`src/hw/rtl/rational_fraction_alu_top_assert.svh`:
```
// Assertion macros for the rational fraction ALU
`ifndef RATIONAL_FRACTION_ALU_TOP_ASSERT_SVH
`define RATIONAL_FRACTION_ALU_TOP_ASSERT_SVH
// Implication checked on every rising clock edge outside reset
`define RFA_ASSERT_IMP(label, ante, cons) \
  label: assert property (@(posedge clk) disable iff (!rst_n) (ante) |-> (cons)) \
    else $error("assertion failed");
// Next-cycle implication checked outside reset
`define RFA_ASSERT_NXT(label, ante, cons) \
  label: assert property (@(posedge clk) disable iff (!rst_n) (ante) |=> (cons)) \
    else $error("assertion failed");
`endif

```
`src/hw/rtl/rfa_pkg.sv`:
```
// Package for the rational fraction ALU: types, codes and constants
`timescale 1ns / 1ps
`default_nettype none
package rfa_pkg;
  localparam int unsigned DEF_WIDTH = 32;
  localparam int unsigned FIELD_W = 32;

  typedef enum logic [2:0] {
    OP_ADD = 3'd0, OP_SUB = 3'd1, OP_MUL = 3'd2,
    OP_DIV = 3'd3, OP_CMP = 3'd4, OP_RED = 3'd5,
    OP_UN6 = 3'd6, OP_UN7 = 3'd7
  } op_t;

  typedef enum logic [1:0] {
    CMP_EQ = 2'd0, CMP_LT = 2'd1, CMP_GT = 2'd2
  } cmp_t;

  typedef enum logic [3:0] {
    ST_IDLE, ST_MUL1, ST_MUL2, ST_ARITH, ST_GCD_CHK, ST_MOD_RUN,
    ST_QN_RUN, ST_QD_RUN, ST_FIN, ST_OUT
  } state_t;

  // Controller to datapath commands
  typedef struct packed {
    logic load;      // capture input transaction
    logic mul1;      // first pair of products
    logic mul2;      // third product
    logic arith;     // form result for arithmetic/compare
    logic div_start; // start a divider pass
    logic div_step;  // one restoring step
    logic mod_end;   // divider done in gcd loop: rotate remainder
    logic qn_end;    // numerator quotient done
    logic qd_end;    // denominator quotient done
    logic gcd_zero;  // write zero gcd result
  } cmd_t;

  // Datapath to controller status
  typedef struct packed {
    logic y_zero;
    logic div_done;
    logic g_zero;
    op_t  op;
  } sts_t;
endpackage
`default_nettype wire

```
`src/hw/rtl/rfa_ctrl.sv`:
```
// Controller state machine for the rational fraction ALU
`timescale 1ns / 1ps
`default_nettype none
module rfa_ctrl (
  input  wire logic          clk,
  input  wire logic          rst_n,
  input  wire logic          in_valid,
  output logic               in_ready,
  output logic               out_valid,
  input  wire logic          out_ready,
  input  wire rfa_pkg::sts_t sts,
  output rfa_pkg::cmd_t      cmd
);
  import rfa_pkg::*;
  `include "rational_fraction_alu_top_assert.svh"

  state_t state_r, state_nxt;

  // Hold state
  always_ff @(posedge clk) begin
    if (!rst_n) begin
      state_r <= ST_IDLE;
    end else begin
      state_r <= state_nxt;
    end
  end

  // Sequence the operation
  always_comb begin
    state_nxt = state_r;
    cmd       = '0;
    in_ready  = 1'b0;
    out_valid = 1'b0;
    case (state_r)
      ST_IDLE: begin
        in_ready = 1'b1;
        if (in_valid) begin
          cmd.load  = 1'b1;
          state_nxt = ST_MUL1;
        end
      end
      ST_MUL1: begin
        cmd.mul1 = 1'b1;
        if (sts.op == OP_RED) begin
          state_nxt = ST_GCD_CHK;
        end else begin
          state_nxt = ST_MUL2;
        end
      end
      ST_MUL2: begin
        cmd.mul2  = 1'b1;
        state_nxt = ST_ARITH;
      end
      ST_ARITH: begin
        cmd.arith = 1'b1;
        state_nxt = ST_OUT;
      end
      ST_GCD_CHK: begin
        if (sts.y_zero) begin
          state_nxt = ST_FIN;
        end else begin
          cmd.div_start = 1'b1;
          state_nxt     = ST_MOD_RUN;
        end
      end
      ST_MOD_RUN: begin
        if (sts.div_done) begin
          cmd.mod_end = 1'b1;
          state_nxt   = ST_GCD_CHK;
        end else begin
          cmd.div_step = 1'b1;
        end
      end
      ST_FIN: begin
        if (sts.g_zero) begin
          cmd.gcd_zero = 1'b1;
          state_nxt    = ST_OUT;
        end else begin
          cmd.div_start = 1'b1;
          state_nxt     = ST_QN_RUN;
        end
      end
      ST_QN_RUN: begin
        if (sts.div_done) begin
          cmd.qn_end    = 1'b1;
          cmd.div_start = 1'b1;
          state_nxt     = ST_QD_RUN;
        end else begin
          cmd.div_step = 1'b1;
        end
      end
      ST_QD_RUN: begin
        if (sts.div_done) begin
          cmd.qd_end = 1'b1;
          state_nxt  = ST_OUT;
        end else begin
          cmd.div_step = 1'b1;
        end
      end
      ST_OUT: begin
        out_valid = 1'b1;
        if (out_ready) begin
          state_nxt = ST_IDLE;
        end
      end
      default: state_nxt = ST_IDLE;
    endcase
  end

  `RFA_ASSERT_IMP(a_no_overlap, in_ready, !out_valid)
  `RFA_ASSERT_NXT(a_load_goes_mul, in_valid && in_ready, state_r == ST_MUL1)
  `RFA_ASSERT_NXT(a_out_holds, out_valid && !out_ready, out_valid)
endmodule
`default_nettype wire

```
`config.mk`:
```
export PLATFORM = sky130hd
export DESIGN_NAME = rfa_ctrl
export DESIGN_NICKNAME = d
export VERILOG_FILES = /design/src/hw/rtl/rfa_pkg.sv /design/src/hw/rtl/rfa_ctrl.sv
export VERILOG_INCLUDE_DIRS = /design/src /design/src/hw/rtl
export SDC_FILE = /design/constraint.sdc
export NUM_CORES = 1
export LEC_CHECK = 0
export ABC_AREA = 1
export CORE_AREA = 5 5 42 44
export CTS_BUF_LIST = sky130_fd_sc_hd__clkbuf_4 sky130_fd_sc_hd__clkbuf_8
export DETAILED_ROUTE_END_ITERATION = 10
export DIE_AREA = 0 0 47 49
export DONT_BUFFER_PORTS = 1
export SLEW_MARGIN = 40
export SYNTH_ARGS = -nofsm -noshare
export SYNTH_HDL_FRONTEND = slang
export SYNTH_SLANG_ARGS = --single-unit
```
`constraint.sdc`:
```
create_clock -name clk -period 2.55 [get_ports clk]
set_input_delay 0.255 -clock clk [delete_from_list [all_inputs] [get_ports clk]]
set_output_delay 0.255 -clock clk [all_outputs]
set_load 0.01 [all_outputs]
```
==> qor.yml <==
status:
  status: "finished, final reports clean"
clock_network:
  cts_buffers: 3
  cts.reportedPaths.clkPinSlew_ns: 0.04
  cts_resized: 0
  cts_htree_levels: 1
  insertion_delay_ns: 0.25
  clock_path_buffers: 2
  hold_buffers: 0
  cts_tree: "built"
  clkSinkCount: 4
  post_cts_buffers: 0
  cts_root_buf: "clkbuf_4"
yosys:
  synthTopCellsByArea: "dfxtp_1, nand2_1, inv_1"
  yosysSeqAreaShare_pct: 18.8
  muxShareOfSynthArea_pct: 0
  yosysWarnings: 0
  yosys.area.top_type: "dfxtp_1"
  netlist_area_um2: 425
  synth_compound_area_share_pct: 7.06
  synth_nets: 86
  synthAdderAreaFrac_pct: 0
  synth_cells: 76
  synth_simple_gate_area_share_pct: 57.4
  synth_flop_cell: "dfxtp_1"
  synth_top_area_share_pct: 18.8
  synth_seq_cells: 4
  synthXorXnorAreaFrac_pct: 0
  async_flop_share_pct: 0
  synth_top_family_by_area: "simple AND/OR/NAND/NOR gates"
  avgSynthCellArea_um2: 5.60
  synth_cell_types: 18
  synth_edf_count: 0
power_and_ir_drop:
  finalPower_uw: 427
  pwr_density_cell_nw_per_um2: 935
  pwr-share-clk_pct: 20.1
  ir_worst_vdd_v: 0.000454
  swShare_pct: 53.3
  internal-power_uw: 199
  seq_power_share_pct: 26.4
  p_sw_uw: 228
  combPwrFrac_pct: 53.5
  leakagePower_uw: 0.000252
critical_path:
  cp_num_buf_inv: 2
  slowest_stage: "dfxtp_1"
  end_kind: "output pin"
  critPathRequiredTime_ns: 2.30
  crit_top_cell: "inv_1"
  start_kind: "flop"
  path_max_fanout: 5
  crit_family: "simple AND/OR/NAND/NOR gates"
  crit_chain: "inv_1, nor2_4, inv_1, nor4_2, or2_1"
  arrival_ns: 1.47
  path_class: "reg2out"
  cpPeakStageDelay_ns: 0.39
sta:
  setup_tns_ns: 0
  timing.slew.headroom_pct: 74.1
  clock.fmax_mhz: 579
  timing.final.crit_share_pct: 67.7
  hold_viol: 0
  min_period_ns: 1.73
  grt_setup_unrepaired: "no"
  finalSetupViolCount: 0
  fin_skew_ns: 0.00733
  drv_slew: 0
  tightest_slew_ns: 0.385
drt:
  vias: 476
  met1Wirelength_um: 520
  wl_met3_um: 108
  firstDrtPassIters: 4
  wl_per_cell_um: 11.7
  ant_nets: 0
  routed.top_layer: "met4"
  routed_via_density: 5.06
  drt_iter0_drc: 13
  wirelength_um: 1100
  dr_wl_met2_um: 427
  drc_errors: 0
placed_design:
  hpwl_um: 912
  place_congestion: 0.820
  port_buffers: 0
  post-place-cells: 91
cells_and_area:
  nFillCells: 168
  layout_commonest_cell: "nand2_1"
  drive_above_1_share_pct: 14.1
  multiInputGateArea_um2: 274
  diodes: 0
  regArea_um2: 80.1
  largest_reg_flops: 4
  final_cells: 94
  regMostFlops: "state_r"
  reg_top3: "state_r (4)"
  finalNetCount: 90
  layout_common_cells: "nand2_1, inv_1, nand3_1"
  area_growth_pct: 7.35
global_route:
  grt_max_degree: 9
  grt_pass1_vias: 397
  grt_usage_pct: 11.2
  grt_pass1_wl_um: 1770
  antenna_found_initial: 0
  grt-ovfl-total: 0
min_path:
  hold_path.class: "in2reg"
floorplanning:
  core_area_um2: 1400
  dieWidth_um: 47
  core.rowCount: 14
  die_h_um: 49
  die_area_um2: 2300
  start_util_pct: 30.4
  io-pin-count: 22
flow_run:
  drv_cap: 0
-- per-stage QoR --
| step | setup slack (ns) | utilization (%) | area (um^2) | hold slack [ns] |
|---|---|---|---|---|
| after floorplan | 1.18 | - | 425 | 0.426 |
| after global placement | 1.12 | 31.0 | 434 | 0.456 |
| after detailed placement | 1.07 | 31.0 | 434 | 0.470 |
| after CTS | 0.802 | 32.6 | 457 | 0.219 |
| after global routing | 0.723 | 32.6 | 457 | 0.245 |
| final | 0.823 | 32.6 | 457 | 0.220 |
-- power by group through the flow --
stage	Clock [uW]	Sequential, uW	Combinational (uW)
CTS	85.5	112	229
detailed placement	0	113	228
finish	85.7	113	229
global placement	0	111	231
global route	91.9	116	261
floorplan	0	94.7	219
-- metal layers --
layer / vias up / track usage [%]
met2: 31 / 12.4
met1: 198 / 15.4
met5: - / 0
li1: 242 / -
met4: 0 / 11.1
met3: 5 / 3.69
-- synthesized netlist by cell type (all sizes together), types with 2 or more instances --
master,count
a21oi,4
nor3,3
nand3,11
dfxtp,4
nand2,20
inv,15
o21ai,2
nor2,12
-- path summary, 6_finish.rpt --
path                                 start    endpoint  slack, ns  depth (start not counted)
worst max-delay path            state_r[2]      cmd[5]       0.82                          5
worst max register to register  state_r[0]  state_r[2]       1.19                          7
worst min-delay path             out_ready  state_r[3]       0.22                          2
worst min register to register  state_r[1]  state_r[1]       0.57                          2
-- layout make-up --
class | count | share of cell area [%]
Sequential cell | 4 | 17.5
Clock buffer | 3 | 4.93
Tap cell | 16 | 4.38
Inverter | 16 | 13.2
Multi-Input combinational cell | 55 | 60.0
-- worst reg2reg max path: cells and delay by family, from the launching register on --
kind            cells  cell delay (ns)
compound gates      2             0.14
buf+inv             1             0.18
flops               1             0.49
simple gates        4             0.43
-- logic make-up (layout without fill, tap and decap cells) --
group	Yosys count	in the layout
buf+inv	17	19
simple gates	49	49
flops	4	4
compound gates	6	6
(Power assumes the default switching activity.)
